<file path="src/rtl/lmis_pkg.sv">
// ----------------------------------------------------------------------------
// lmis_pkg
// Shared types and constants of the masked intensity statistics block.
// ----------------------------------------------------------------------------
package lmis_pkg;

  // default volume edge length
  localparam int unsigned LmisMaxDimDefault = 1024;

  // count saturates at this many voxels
  localparam logic [30:0] LmisCountCap = 31'h4000_0000;

  // entries of the queue between front and back
  localparam int unsigned LmisQueueDepth = 2;

  // configuration register indexes
  localparam logic [1:0] RegSelectedLevel = 2'd0;
  localparam logic [1:0] RegDomainMode    = 2'd1;
  localparam logic [1:0] RegSlicePosition = 2'd2;

  // domain codes
  typedef enum logic [1:0] {
    DomWhole  = 2'd0,
    DomSliceX = 2'd1,
    DomSliceY = 2'd2,
    DomSliceZ = 2'd3
  } lmis_domain_e;

  // configuration seen by the front
  typedef struct packed {
    logic signed [15:0] selected_level;
    lmis_domain_e       domain_mode;
    logic [9:0]         slice_position;
  } lmis_cfg_t;

  // accumulator snapshot handed from front to back
  typedef struct packed {
    logic [30:0]        count;
    logic signed [45:0] sum;
    logic [60:0]        square_sum;
    logic signed [15:0] min_value;
    logic signed [15:0] max_value;
  } lmis_snap_t;

endpackage

</file>
<file path="src/rtl/lmis_vox_if.sv">
// ----------------------------------------------------------------------------
// lmis_vox_if
// Voxel channel: valid/ready handshake with one voxel per transfer.
// ----------------------------------------------------------------------------
interface lmis_vox_if;
  logic               valid;
  logic               ready;
  logic signed [15:0] label;
  logic signed [15:0] intensity;
  logic [9:0]         coord_x;
  logic [9:0]         coord_y;
  logic [9:0]         coord_z;
  logic               last_voxel;

  modport source (
    output valid, label, intensity, coord_x, coord_y, coord_z, last_voxel,
    input  ready
  );
  modport sink (
    input  valid, label, intensity, coord_x, coord_y, coord_z, last_voxel,
    output ready
  );
endinterface

</file>
<file path="src/rtl/lmis_res_if.sv">
// ----------------------------------------------------------------------------
// lmis_res_if
// Result channel: valid/ready handshake with one statistics record per transfer.
// ----------------------------------------------------------------------------
interface lmis_res_if;
  logic               valid;
  logic               ready;
  logic [30:0]        voxel_count;
  logic signed [23:0] mean_q8;
  logic [23:0]        std_q8;
  logic signed [15:0] min_value;
  logic signed [15:0] max_value;

  modport source (
    output valid, voxel_count, mean_q8, std_q8, min_value, max_value,
    input  ready
  );
  modport sink (
    input  valid, voxel_count, mean_q8, std_q8, min_value, max_value,
    output ready
  );
endinterface

</file>
<file path="src/rtl/lmis_front.sv">
// ----------------------------------------------------------------------------
// lmis_front
// Voxel classification and running accumulation; pushes a snapshot on the
// last voxel of a volume and clears.
// ----------------------------------------------------------------------------
module lmis_front #(
  parameter int unsigned MaxDim = lmis_pkg::LmisMaxDimDefault
) (
  input  logic                   clk_i,
  input  logic                   rst_ni,
  input  lmis_pkg::lmis_cfg_t    cfg_i,
  lmis_vox_if.sink               vox_i,
  output logic                   push_o,
  output lmis_pkg::lmis_snap_t   snap_o,
  input  logic                   push_ready_i
);
  import lmis_pkg::*;

  logic [30:0]        count_q, count_d;
  logic signed [45:0] sum_q, sum_d;
  logic [60:0]        sqsum_q, sqsum_d;
  logic signed [15:0] min_q, min_d;
  logic signed [15:0] max_q, max_d;
  logic               in_dom, pass, take, xfer;
  logic [31:0]        square;

  assign vox_i.ready = push_ready_i;
  assign xfer = vox_i.valid && vox_i.ready;

  // domain test
  always_comb begin
    in_dom = (32'(vox_i.coord_x) < MaxDim) && (32'(vox_i.coord_y) < MaxDim) &&
             (32'(vox_i.coord_z) < MaxDim);
    case (cfg_i.domain_mode)
      DomWhole:  ;
      DomSliceX: if (vox_i.coord_x != cfg_i.slice_position) in_dom = 1'b0;
      DomSliceY: if (vox_i.coord_y != cfg_i.slice_position) in_dom = 1'b0;
      DomSliceZ: if (vox_i.coord_z != cfg_i.slice_position) in_dom = 1'b0;
      default:   in_dom = 1'b0;
    endcase
  end

  assign pass = (vox_i.label == cfg_i.selected_level) && (vox_i.label != '0) &&
                (vox_i.intensity != '0) && in_dom;
  assign take = pass && (count_q < LmisCountCap);
  assign square = 32'($signed(vox_i.intensity) * $signed(vox_i.intensity));

  // accumulator update for this voxel
  always_comb begin
    count_d = count_q;
    sum_d   = sum_q;
    sqsum_d = sqsum_q;
    min_d   = min_q;
    max_d   = max_q;
    if (take) begin
      count_d = count_q + 31'd1;
      sum_d   = sum_q + 46'(vox_i.intensity);
      sqsum_d = sqsum_q + 61'(square);
      if (vox_i.intensity < min_q) min_d = vox_i.intensity;
      if (vox_i.intensity > max_q) max_d = vox_i.intensity;
    end
  end

  // snapshot includes the last voxel itself
  assign push_o = xfer && vox_i.last_voxel;
  assign snap_o = '{count: count_d, sum: sum_d, square_sum: sqsum_d,
                    min_value: min_d, max_value: max_d};

  always_ff @(posedge clk_i or negedge rst_ni) begin
    if (!rst_ni) begin
      count_q <= '0;
      sum_q   <= '0;
      sqsum_q <= '0;
      min_q   <= 16'sh7fff;
      max_q   <= 16'sh8000;
    end else if (xfer) begin
      if (vox_i.last_voxel) begin
        count_q <= '0;
        sum_q   <= '0;
        sqsum_q <= '0;
        min_q   <= 16'sh7fff;
        max_q   <= 16'sh8000;
      end else begin
        count_q <= count_d;
        sum_q   <= sum_d;
        sqsum_q <= sqsum_d;
        min_q   <= min_d;
        max_q   <= max_d;
      end
    end
  end

endmodule

</file>
<file path="src/rtl/lmis_queue.sv">
// ----------------------------------------------------------------------------
// lmis_queue
// Short FIFO of accumulator snapshots between front and back.
// ----------------------------------------------------------------------------
module lmis_queue (
  input  logic                 clk_i,
  input  logic                 rst_ni,
  input  logic                 push_i,
  input  lmis_pkg::lmis_snap_t push_data_i,
  output logic                 push_ready_o,
  output logic                 pop_valid_o,
  output lmis_pkg::lmis_snap_t pop_data_o,
  input  logic                 pop_i
);
  import lmis_pkg::*;

  localparam int unsigned PtrW = (LmisQueueDepth > 1) ? $clog2(LmisQueueDepth) : 1;

  lmis_snap_t       mem_q [LmisQueueDepth];
  logic [PtrW-1:0]  wr_q, rd_q;
  logic [PtrW:0]    fill_q;
  logic             do_push, do_pop;

  assign push_ready_o = (fill_q != (PtrW+1)'(LmisQueueDepth));
  assign pop_valid_o  = (fill_q != '0);
  assign pop_data_o   = mem_q[rd_q];
  assign do_push      = push_i && push_ready_o;
  assign do_pop       = pop_i && pop_valid_o;

  // storage
  always_ff @(posedge clk_i) begin
    if (do_push) mem_q[wr_q] <= push_data_i;
  end

  // pointers and fill level
  always_ff @(posedge clk_i or negedge rst_ni) begin
    if (!rst_ni) begin
      wr_q   <= '0;
      rd_q   <= '0;
      fill_q <= '0;
    end else begin
      if (do_push) wr_q <= (32'(wr_q) == LmisQueueDepth - 1) ? '0 : wr_q + 1'b1;
      if (do_pop)  rd_q <= (32'(rd_q) == LmisQueueDepth - 1) ? '0 : rd_q + 1'b1;
      if (do_push && !do_pop)      fill_q <= fill_q + 1'b1;
      else if (do_pop && !do_push) fill_q <= fill_q - 1'b1;
    end
  end

`ifndef SYNTHESIS
  a_fill_bound: assert property (@(posedge clk_i) disable iff (!rst_ni)
    32'(fill_q) <= LmisQueueDepth) else $error("queue overfilled");
  a_no_push_full: assert property (@(posedge clk_i) disable iff (!rst_ni)
    (!push_ready_o && !do_pop) |=> !push_ready_o) else $error("full queue lost entry");
  a_empty_no_pop: assert property (@(posedge clk_i) disable iff (!rst_ni)
    (!pop_valid_o && !do_push) |=> !pop_valid_o) else $error("empty queue gained entry");
`endif

endmodule

</file>
<file path="src/rtl/lmis_back.sv">
// ----------------------------------------------------------------------------
// lmis_back
// Per-volume finisher: shift-add products, restoring divisions and a
// digit-by-digit square root, then a result register.
// ----------------------------------------------------------------------------
module lmis_back (
  input  logic                 clk_i,
  input  logic                 rst_ni,
  input  logic                 snap_valid_i,
  input  lmis_pkg::lmis_snap_t snap_i,
  output logic                 pop_o,
  lmis_res_if.source           res_o
);
  import lmis_pkg::*;

  localparam logic [2:0] SIdle = 3'd0;
  localparam logic [2:0] SMul1 = 3'd1;
  localparam logic [2:0] SMul2 = 3'd2;
  localparam logic [2:0] SMul3 = 3'd3;
  localparam logic [2:0] SDivV = 3'd4;
  localparam logic [2:0] SDivM = 3'd5;
  localparam logic [2:0] SSqrt = 3'd6;
  localparam logic [2:0] SOut  = 3'd7;

  logic [2:0]   state_q, state_d;
  logic [6:0]   cnt_q, cnt_d;
  logic         valid_q, valid_d;

  // operands of the current volume
  logic [30:0]  n_q, n_d;
  logic [45:0]  mag_q, mag_d;
  logic         neg_q, neg_d;
  // shift-add multiplier
  logic [91:0]  mc_q, mc_d, acc_q, acc_d, acc_nx;
  logic [45:0]  mp_q, mp_d;
  logic [90:0]  dif_q, dif_d;
  // restoring divider
  logic [106:0] num_q, num_d;
  logic [61:0]  rem_q, rem_d, den_q, den_d, rem_nx;
  logic [47:0]  quo_q, quo_d, quo_nx;
  logic [62:0]  trial;
  logic         ge;
  // square root
  logic [47:0]  sv_q, sv_d, sr_q, sr_d, sb_q, sb_d, sv_nx, sr_nx, sroot_t;
  // result fields
  logic [30:0]        r_cnt_q, r_cnt_d;
  logic signed [23:0] r_mean_q, r_mean_d;
  logic [23:0]        r_std_q, r_std_d;
  logic signed [15:0] r_min_q, r_min_d, r_max_q, r_max_d;

  assign res_o.valid       = valid_q;
  assign res_o.voxel_count = r_cnt_q;
  assign res_o.mean_q8     = r_mean_q;
  assign res_o.std_q8      = r_std_q;
  assign res_o.min_value   = r_min_q;
  assign res_o.max_value   = r_max_q;

  // one step of each unit
  assign acc_nx = acc_q + (mp_q[0] ? mc_q : 92'd0);
  assign trial  = {rem_q, num_q[106]};
  assign ge     = trial >= {1'b0, den_q};
  assign rem_nx = ge ? 62'(trial - {1'b0, den_q}) : trial[61:0];
  assign quo_nx = {quo_q[46:0], ge};
  assign sroot_t = sr_q + sb_q;
  always_comb begin
    if (sv_q >= sroot_t) begin
      sv_nx = sv_q - sroot_t;
      sr_nx = (sr_q >> 1) + sb_q;
    end else begin
      sv_nx = sv_q;
      sr_nx = sr_q >> 1;
    end
  end

  // sequencer
  always_comb begin
    state_d = state_q;  cnt_d = cnt_q;  valid_d = valid_q;
    n_d = n_q;  mag_d = mag_q;  neg_d = neg_q;
    mc_d = mc_q;  mp_d = mp_q;  acc_d = acc_q;  dif_d = dif_q;
    num_d = num_q;  rem_d = rem_q;  den_d = den_q;  quo_d = quo_q;
    sv_d = sv_q;  sr_d = sr_q;  sb_d = sb_q;
    r_cnt_d = r_cnt_q;  r_mean_d = r_mean_q;  r_std_d = r_std_q;
    r_min_d = r_min_q;  r_max_d = r_max_q;
    pop_o = 1'b0;
    case (state_q)
      SIdle: begin
        if (snap_valid_i) begin
          pop_o   = 1'b1;
          n_d     = snap_i.count;
          neg_d   = snap_i.sum < 0;
          mag_d   = (snap_i.sum < 0) ? 46'(-snap_i.sum) : 46'(snap_i.sum);
          r_cnt_d = snap_i.count;
          r_min_d = snap_i.min_value;
          r_max_d = snap_i.max_value;
          if (snap_i.count == '0) begin
            r_mean_d = '0;  r_std_d = '0;  r_min_d = '0;  r_max_d = '0;
            valid_d  = 1'b1;
            state_d  = SOut;
          end else begin
            mc_d    = 92'(snap_i.square_sum);
            mp_d    = 46'(snap_i.count);
            acc_d   = '0;
            cnt_d   = 7'd30;
            state_d = SMul1;
          end
        end
      end
      SMul1, SMul2, SMul3: begin
        acc_d = acc_nx;
        mc_d  = mc_q << 1;
        mp_d  = mp_q >> 1;
        cnt_d = cnt_q - 7'd1;
        if (cnt_q == '0) begin
          acc_d = '0;
          case (state_q)
            SMul1: begin
              dif_d = acc_nx[90:0];
              mc_d  = 92'(mag_q);  mp_d = mag_q;
              cnt_d = 7'd45;  state_d = SMul2;
            end
            SMul2: begin
              dif_d = dif_q - acc_nx[90:0];
              mc_d  = 92'(n_q);  mp_d = 46'(n_q);
              cnt_d = 7'd30;  state_d = SMul3;
            end
            default: begin
              den_d = acc_nx[61:0];
              num_d = {dif_q, 16'd0};
              rem_d = '0;  quo_d = '0;
              cnt_d = 7'd106;  state_d = SDivV;
            end
          endcase
        end
      end
      SDivV, SDivM: begin
        num_d = num_q << 1;
        rem_d = rem_nx;
        quo_d = quo_nx;
        cnt_d = cnt_q - 7'd1;
        if (cnt_q == '0) begin
          if (state_q == SDivV) begin
            sv_d  = quo_nx;
            num_d = {mag_q, 8'd0, 53'd0};
            den_d = 62'(n_q);
            rem_d = '0;  quo_d = '0;
            cnt_d = 7'd53;  state_d = SDivM;
          end else begin
            r_mean_d = neg_q ? 24'(-quo_nx[23:0]) : quo_nx[23:0];
            sr_d  = '0;
            sb_d  = 48'd1 << 46;
            cnt_d = 7'd23;  state_d = SSqrt;
          end
        end
      end
      SSqrt: begin
        sv_d  = sv_nx;
        sr_d  = sr_nx;
        sb_d  = sb_q >> 2;
        cnt_d = cnt_q - 7'd1;
        if (cnt_q == '0) begin
          r_std_d = sr_nx[23:0];
          valid_d = 1'b1;
          state_d = SOut;
        end
      end
      SOut: begin
        if (res_o.ready) begin
          valid_d = 1'b0;
          state_d = SIdle;
        end
      end
      default: state_d = SIdle;
    endcase
  end

  // control
  always_ff @(posedge clk_i or negedge rst_ni) begin
    if (!rst_ni) begin
      state_q <= SIdle;
      cnt_q   <= '0;
      valid_q <= 1'b0;
    end else begin
      state_q <= state_d;
      cnt_q   <= cnt_d;
      valid_q <= valid_d;
    end
  end

  // datapath
  always_ff @(posedge clk_i) begin
    n_q <= n_d;  mag_q <= mag_d;  neg_q <= neg_d;
    mc_q <= mc_d;  mp_q <= mp_d;  acc_q <= acc_d;  dif_q <= dif_d;
    num_q <= num_d;  rem_q <= rem_d;  den_q <= den_d;  quo_q <= quo_d;
    sv_q <= sv_d;  sr_q <= sr_d;  sb_q <= sb_d;
    r_cnt_q <= r_cnt_d;  r_mean_q <= r_mean_d;  r_std_q <= r_std_d;
    r_min_q <= r_min_d;  r_max_q <= r_max_d;
  end

`ifndef SYNTHESIS
  a_valid_in_out: assert property (@(posedge clk_i) disable iff (!rst_ni)
    valid_q |-> (state_q == SOut)) else $error("result shown outside output state");
  a_root_bit: assert property (@(posedge clk_i) disable iff (!rst_ni)
    (state_q == SSqrt) |-> $onehot(sb_q)) else $error("root bit lost");
  a_rem_below: assert property (@(posedge clk_i) disable iff (!rst_ni)
    (state_q == SDivV || state_q == SDivM) |-> (rem_q < den_q))
    else $error("divider remainder out of range");
  a_pop_idle: assert property (@(posedge clk_i) disable iff (!rst_ni)
    pop_o |-> (state_q == SIdle && !valid_q)) else $error("pop while busy");
`endif

endmodule

</file>
<file path="src/rtl/label_masked_intensity_statistics.sv">
// ----------------------------------------------------------------------------
// label_masked_intensity_statistics
// Count, Q8 mean, Q8 population std, min and max of one labeled region.
// ----------------------------------------------------------------------------
// Voxels are taken one per cycle; a voxel counts when its label equals
// selected_level, label and intensity are nonzero and it lies inside the
// volume and the chosen slice. The last voxel of a volume hands a snapshot of
// the accumulators to a two-entry queue and clears them, so the next volume
// streams on at once. A bit-serial finisher then turns each snapshot into a
// result (three shift-add products of 31, 46 and 31 steps, a 107-step and a
// 54-step restoring division, a 24-step square root, plus load and output),
// so volumes shorter than one finisher pass fill the queue and the voxel
// input stalls until an entry frees. Configuration goes through APB at
// addresses 0x0 (selected_level), 0x4 (domain_mode) and 0x8 (slice_position).
module label_masked_intensity_statistics #(
  parameter int unsigned MaxDim = lmis_pkg::LmisMaxDimDefault
) (
  input  logic        clk_i,
  input  logic        rst_ni,
  lmis_vox_if.sink    vox_i,
  lmis_res_if.source  res_o,
  input  logic        psel,
  input  logic        penable,
  input  logic        pwrite,
  input  logic [3:0]  paddr,
  input  logic [31:0] pwdata,
  output logic [31:0] prdata,
  output logic        pready
);
  import lmis_pkg::*;

  lmis_cfg_t  cfg_q;
  lmis_snap_t push_snap, pop_snap;
  logic       push, push_ready, pop_valid, pop;
  logic       cfg_wr;

  // configuration registers
  assign pready = 1'b1;
  assign cfg_wr = psel && penable && pwrite;

  always_ff @(posedge clk_i or negedge rst_ni) begin
    if (!rst_ni) begin
      cfg_q.selected_level <= 16'sd1;
      cfg_q.domain_mode    <= DomWhole;
      cfg_q.slice_position <= '0;
    end else if (cfg_wr) begin
      case (paddr[3:2])
        RegSelectedLevel: cfg_q.selected_level <= pwdata[15:0];
        RegDomainMode:    cfg_q.domain_mode    <= lmis_domain_e'(pwdata[1:0]);
        RegSlicePosition: cfg_q.slice_position <= pwdata[9:0];
        default: ;
      endcase
    end
  end

  // register readback
  always_comb begin
    case (paddr[3:2])
      RegSelectedLevel: prdata = {16'd0, cfg_q.selected_level};
      RegDomainMode:    prdata = {30'd0, cfg_q.domain_mode};
      RegSlicePosition: prdata = {22'd0, cfg_q.slice_position};
      default:          prdata = '0;
    endcase
  end

  lmis_front #(.MaxDim(MaxDim)) u_front (
    .clk_i        (clk_i),
    .rst_ni       (rst_ni),
    .cfg_i        (cfg_q),
    .vox_i        (vox_i),
    .push_o       (push),
    .snap_o       (push_snap),
    .push_ready_i (push_ready)
  );

  lmis_queue u_queue (
    .clk_i        (clk_i),
    .rst_ni       (rst_ni),
    .push_i       (push),
    .push_data_i  (push_snap),
    .push_ready_o (push_ready),
    .pop_valid_o  (pop_valid),
    .pop_data_o   (pop_snap),
    .pop_i        (pop)
  );

  lmis_back u_back (
    .clk_i        (clk_i),
    .rst_ni       (rst_ni),
    .snap_valid_i (pop_valid),
    .snap_i       (pop_snap),
    .pop_o        (pop),
    .res_o        (res_o)
  );

endmodule
</file>
<file path="src/flat_wrapper.sv">
// flat-port wrapper written by rule: the top's interface ports become plain ports
module label_masked_intensity_statistics_flat import lmis_pkg::*;
#(
  parameter int unsigned MaxDim = lmis_pkg::LmisMaxDimDefault
)
  (clk_i, rst_ni, psel, penable, pwrite, paddr, pwdata, prdata, pready, vox_i_valid, vox_i_label, vox_i_intensity, vox_i_coord_x, vox_i_coord_y, vox_i_coord_z, vox_i_last_voxel, vox_i_ready, res_o_valid, res_o_voxel_count, res_o_mean_q8, res_o_std_q8, res_o_min_value, res_o_max_value, res_o_ready);
  lmis_vox_if vox_i_i ();
  lmis_res_if res_o_i ();
  input  logic clk_i;
  input  logic rst_ni;
  input  logic psel;
  input  logic penable;
  input  logic pwrite;
  input  logic [3:0] paddr;
  input  logic [31:0] pwdata;
  output logic [31:0] prdata;
  output logic pready;
  input wire logic [$bits(vox_i_i.valid)-1:0] vox_i_valid;
  input wire logic [$bits(vox_i_i.label)-1:0] vox_i_label;
  input wire logic [$bits(vox_i_i.intensity)-1:0] vox_i_intensity;
  input wire logic [$bits(vox_i_i.coord_x)-1:0] vox_i_coord_x;
  input wire logic [$bits(vox_i_i.coord_y)-1:0] vox_i_coord_y;
  input wire logic [$bits(vox_i_i.coord_z)-1:0] vox_i_coord_z;
  input wire logic [$bits(vox_i_i.last_voxel)-1:0] vox_i_last_voxel;
  output wire logic [$bits(vox_i_i.ready)-1:0] vox_i_ready;
  output wire logic [$bits(res_o_i.valid)-1:0] res_o_valid;
  output wire logic [$bits(res_o_i.voxel_count)-1:0] res_o_voxel_count;
  output wire logic [$bits(res_o_i.mean_q8)-1:0] res_o_mean_q8;
  output wire logic [$bits(res_o_i.std_q8)-1:0] res_o_std_q8;
  output wire logic [$bits(res_o_i.min_value)-1:0] res_o_min_value;
  output wire logic [$bits(res_o_i.max_value)-1:0] res_o_max_value;
  input wire logic [$bits(res_o_i.ready)-1:0] res_o_ready;
  assign vox_i_i.valid = vox_i_valid;
  assign vox_i_i.label = vox_i_label;
  assign vox_i_i.intensity = vox_i_intensity;
  assign vox_i_i.coord_x = vox_i_coord_x;
  assign vox_i_i.coord_y = vox_i_coord_y;
  assign vox_i_i.coord_z = vox_i_coord_z;
  assign vox_i_i.last_voxel = vox_i_last_voxel;
  assign vox_i_ready = vox_i_i.ready;
  assign res_o_valid = res_o_i.valid;
  assign res_o_voxel_count = res_o_i.voxel_count;
  assign res_o_mean_q8 = res_o_i.mean_q8;
  assign res_o_std_q8 = res_o_i.std_q8;
  assign res_o_min_value = res_o_i.min_value;
  assign res_o_max_value = res_o_i.max_value;
  assign res_o_i.ready = res_o_ready;
  label_masked_intensity_statistics #(.MaxDim(MaxDim)) u_core (.clk_i(clk_i), .rst_ni(rst_ni), .vox_i(vox_i_i), .res_o(res_o_i), .psel(psel), .penable(penable), .pwrite(pwrite), .paddr(paddr), .pwdata(pwdata), .prdata(prdata), .pready(pready));
endmodule
</file>
<file path="config.mk">
export PLATFORM = sky130hd
export DESIGN_NAME = label_masked_intensity_statistics_flat
export DESIGN_NICKNAME = d
export VERILOG_FILES = /design/src/rtl/lmis_pkg.sv /design/src/rtl/lmis_vox_if.sv /design/src/rtl/lmis_res_if.sv /design/src/rtl/lmis_front.sv /design/src/rtl/lmis_queue.sv /design/src/rtl/lmis_back.sv /design/src/rtl/label_masked_intensity_statistics.sv /design/src/flat_wrapper.sv
export SDC_FILE = /design/constraint.sdc
export NUM_CORES = 2
export LEC_CHECK = 0
export ABC_AREA = 1
export BUFFER_PORTS_ARGS = -buffer_cell sky130_fd_sc_hd__buf_2
export CORE_ASPECT_RATIO = 1.4
export CORE_UTILIZATION = 64
export CTS_CLUSTER_SIZE = 25
export DETAILED_ROUTE_END_ITERATION = 10
export PLACE_DENSITY = 0.81
export SKIP_LAST_GASP = 1
export SYNTH_ARGS = -nofsm -noshare
export SYNTH_HDL_FRONTEND = slang
export SYNTH_SLANG_ARGS = --single-unit
</file>
<file path="constraint.sdc">
create_clock -name clk_i -period 20.4 [get_ports clk_i]
set_input_delay 4.08 -clock clk_i [delete_from_list [all_inputs] [get_ports clk_i]]
set_output_delay 4.08 -clock clk_i [all_outputs]
set_load 0.1 [all_outputs]
</file>
==> metrics.md <==
| Metric | Value |
|---|---|
| Max-slew headroom | -1.84% |
| Number of buffers and inverters on the critical path | 7 |
| CP Data Required Time | 21.14 ns |
| Delay-heaviest family, CP | adder cells |
| Vias in the first global route | 97,600 |
| Count leader, synth | nand2_1 |
| Sequential area share after synthesis | 39.6% |
| Via count | 99,500 |
| Skew final | 0.0641 ns |
| GRT Util Overall | 47.1% |
| TNS Setup | 0 ns |
| Global-route wire length before repair | 578,000 um |
| FF+latch count, synth | 1,412 |
| Final number of hold-violating endpoints | 0 |
| Max cap viols | 1 |
| Clock Latency Late Sink | 0.88 ns |
| Routed WL | 392,000 um |
| Status | finished with violations |
| Clock sink count | 1,412 |
| Ys flop type | edfxtp_1 |
| Crit-path most repeated cell | nand2_1 |
| Root buffer cell | clkbuf_16 |
| Startpoint types | primary input |
| Synth cell count leaders | 3,307 x nand2_1, 2,025 x inv_1, 1,623 x nor2_1 |
| Synth warnings | 0 |
| Adder-cell area share of the yosys netlist | 11.1% |
| Minimum clock period | 12.39 ns |
| Area Overhead vs Synth | 8.11% |
| Max H-tree Level | 4 |
| Placer congestion estimate | 1.12 |
| Core area | 162,000 sq um |
| CTS clk-pin slew, worst paths | 0.07 ns |
| First-pass DRT Iterations | 10 |
| Failing checks | max-capacitance violations, max-slew violations |
| Nets | 14,500 |
| Inserted Clock Buffers | 143 |
| R2r setup slk | 11.98 ns |
| Post-synthesis xor/xnor area fraction | 3.45% |
| Largest area contributor in the netlist | edfxtp_1 |
| Mux share of post-synthesis cell area | 0.211% |
| Share of the synthesized area in the top cell type | 34.5% |
| Share of post-route cells with drive strength above 1 | 5.26% |
| IO Count | 252 |
| Die Footprint | 165,000 sq um |
| Post-synthesis compound-gate area fraction | 12.7% |
| CTS hold repair buffers | 0 |
| Largest family of logic cells by synthesized area | simple AND/OR/NAND/NOR gates |
| Initial antenna violation count | 23 |
| Mapped Cells | 13,500 |
| Crit path largest cell delay | 0.68 ns |
| Width of the die | 343 um |
| Residual DRC | 0 |
| Post-DR vias/cell | 6.25 |
| Starting Density | 64.3% |
| Clk buf depth | 3 |
| Setup crit end kind | register |
| Post-synth EDFFs | 1,199 |
| Async set or reset register ratio after synthesis | 15.1% |
| Synthesized area per cell | 7.72 sq um |
| Post-CTS Setup Bufs | 0 |
| Dpl hpwl | 299,000 um |
| Distinct cells, synth | 71 |
| Chip height | 480 um |
| # resized after CTS | 0 |
| Ratio of final minimum period to clock period | 60.7% |
| CTS tree | built |
| RSZ-0062 raised after global routing | no |
| Slew Limit Fails | 5 |
| # rows | 175 |
| Arr. time, crit path | 13.13 ns |
| Fmax | 80.7 MHz |
| Most area-consuming cells after synthesis | edfxtp_1 35%, nand2_1 12%, inv_1 7.3% |
| Worst path slowest cell | buf_4 |
| Largest net degree at the start of global routing | 172 |
| Gr ovfl total | 0 |
| Routed Antenna Nets | 0 |
| Critical path start-end classification | primary input to register |
| Initial DRC Count | 11,900 |
| CP max FO | 58 |
| WL/cell | 24.7 um |
| HP Class | register to register |
| Cell Area, Synth | 104,000 sq um |
| Post-Synth Simple-Gate Area | 24.2% |
| Worst slew pin tran | 1.52 ns |
| Setup violators final | 0 |
| Count of input and output buffers | 216 |
[final timing paths]
kind,end,cells past startpoint,startpoint
max,u_core.u_front.sqsum_q[36]$_DFFE_PN0P_,37,vox_i_intensity[15]
min,u_core.u_front.max_q[12]$_DFFE_PN0P_,2,u_core.u_front.max_q[12]$_DFFE_PN0P_
max reg2reg,u_core.u_back.dif_q[65]$_DFFE_PP_,22,u_core.u_back.mp_q[0]$_DFFE_PP_
min reg2reg,u_core.u_front.max_q[12]$_DFFE_PN0P_,2,u_core.u_front.max_q[12]$_DFFE_PN0P_
max in group asynchronous,u_core.u_back.res_o.valid$_DFFE_PN0P_,3,rst_ni
min in group asynchronous,u_core.u_front.sqsum_q[10]$_DFFE_PN0P_,1,rst_ni
[final cells by class]
cell class / count / area [sq um]
inverters: 2036 / 7650
repair buffers: 327 / 1990
fillers: 12800 / 49400
clock inverters: 90 / 1220
clock buffers: 178 / 3800
well taps: 2124 / 2660
multi-input cells: 9740 / 54100
diodes: 15 / 37.5
flip-flops and latches: 1412 / 41400
[cell families (layout without fill, tap and decap cells)]
family,Yosys count,in the layout
and+or+nand+nor,6143,6143
buffers and inverters,2375,2631
AOI/OAI and AO/OA,2369,2369
DFF,1412,1412
adders and majority gates,782,782
xor gates and xnor gates,410,410
muxes,19,19
other,2,32
[through the flow]
step / hold WS (ns) / setup WS, ns / area [sq um] / utilization [%] / instances
final: 0.494 / 8.01 / 113000 / 69.5 / 15900
after global placement: 0.462 / 7.45 / 108000 / 66.4 / 15600
after floorplan: 0.449 / 2.59 / 104000 / - / 13500
after detailed placement: 0.478 / 7.32 / 108000 / 66.4 / 15600
after CTS: 0.495 / 8.15 / 113000 / 69.5 / 15900
after global routing: 0.523 / 7.51 / 113000 / 69.5 / 15900
[routing by layer]
layer / vias up / global-route usage [%] / routed length (um)
met1: 46000 / 51.0 / 129000
met3: 2012 / 12.0 / 41000
met4: 10 / 45.9 / 46700
met5: - / 0 / 118
li1: 44700 / - / -
met2: 6785 / 74.5 / 176000
[placed cells by master, fill, tap and decap left out, drive strengths merged, types with 46 or more instances in the layout]
cell    instances
a21o           59
a21oi         870
a31oi          63
buf           327
clkbuf        178
clkinv         55
dfrtp         196
edfxtp       1199
fa            243
ha            539
inv          2041
nand2        3313
nand3         648
nand3b         46
nand4         112
nor2         1632
nor3          183
nor4           53
o211ai         56
o21ai        1001
o21bai         65
or2            89
xnor2         195
xor2          215
[flip-flops by register name (all words and copies together) (netlist names), 16 cells and up]
| signal | flops |
|---|---|
| u_core.u_back.res_o.min_value | 16 |
| u_core.u_front.max_q | 16 |
| u_core.u_back.mc_q | 91 |
| u_core.u_back.num_q | 91 |
| u_core.u_front.sqsum_q | 61 |
| u_core.u_queue.mem_q | 340 |
| u_core.u_back.sb_q | 24 |
| u_core.u_back.rem_q | 62 |
| u_core.u_back.mag_q | 46 |
| u_core.u_back.sv_q | 48 |
| u_core.u_front.sum_q | 46 |
| u_core.u_back.acc_q | 91 |
| u_core.u_back.res_o.max_value | 16 |
| u_core.u_back.res_o.voxel_count | 31 |
| u_core.u_front.min_q | 16 |
| u_core.u_front.count_q | 31 |
| u_core.u_back.sr_q | 48 |
| u_core.u_back.res_o.mean_q8 | 24 |
| u_core.u_back.res_o.std_q8 | 24 |
| u_core.u_back.dif_q | 91 |
| u_core.u_back.mp_q | 46 |
| u_core.cfg_q | 28 |
| u_core.u_back.den_q | 62 |
| u_core.u_back.quo_q | 47 |
[tightest hold or removal path, delay by kind of cell, from the launching register on]
family | cells | cell delay (ns)
flip-flops | 1 | 0.35
AND/OR/NAND/NOR | 2 | 0.11
Power is left out: the tool's default activity adds up to more than one toggle a clock period on the data nets, which glitch-free logic cannot reach.
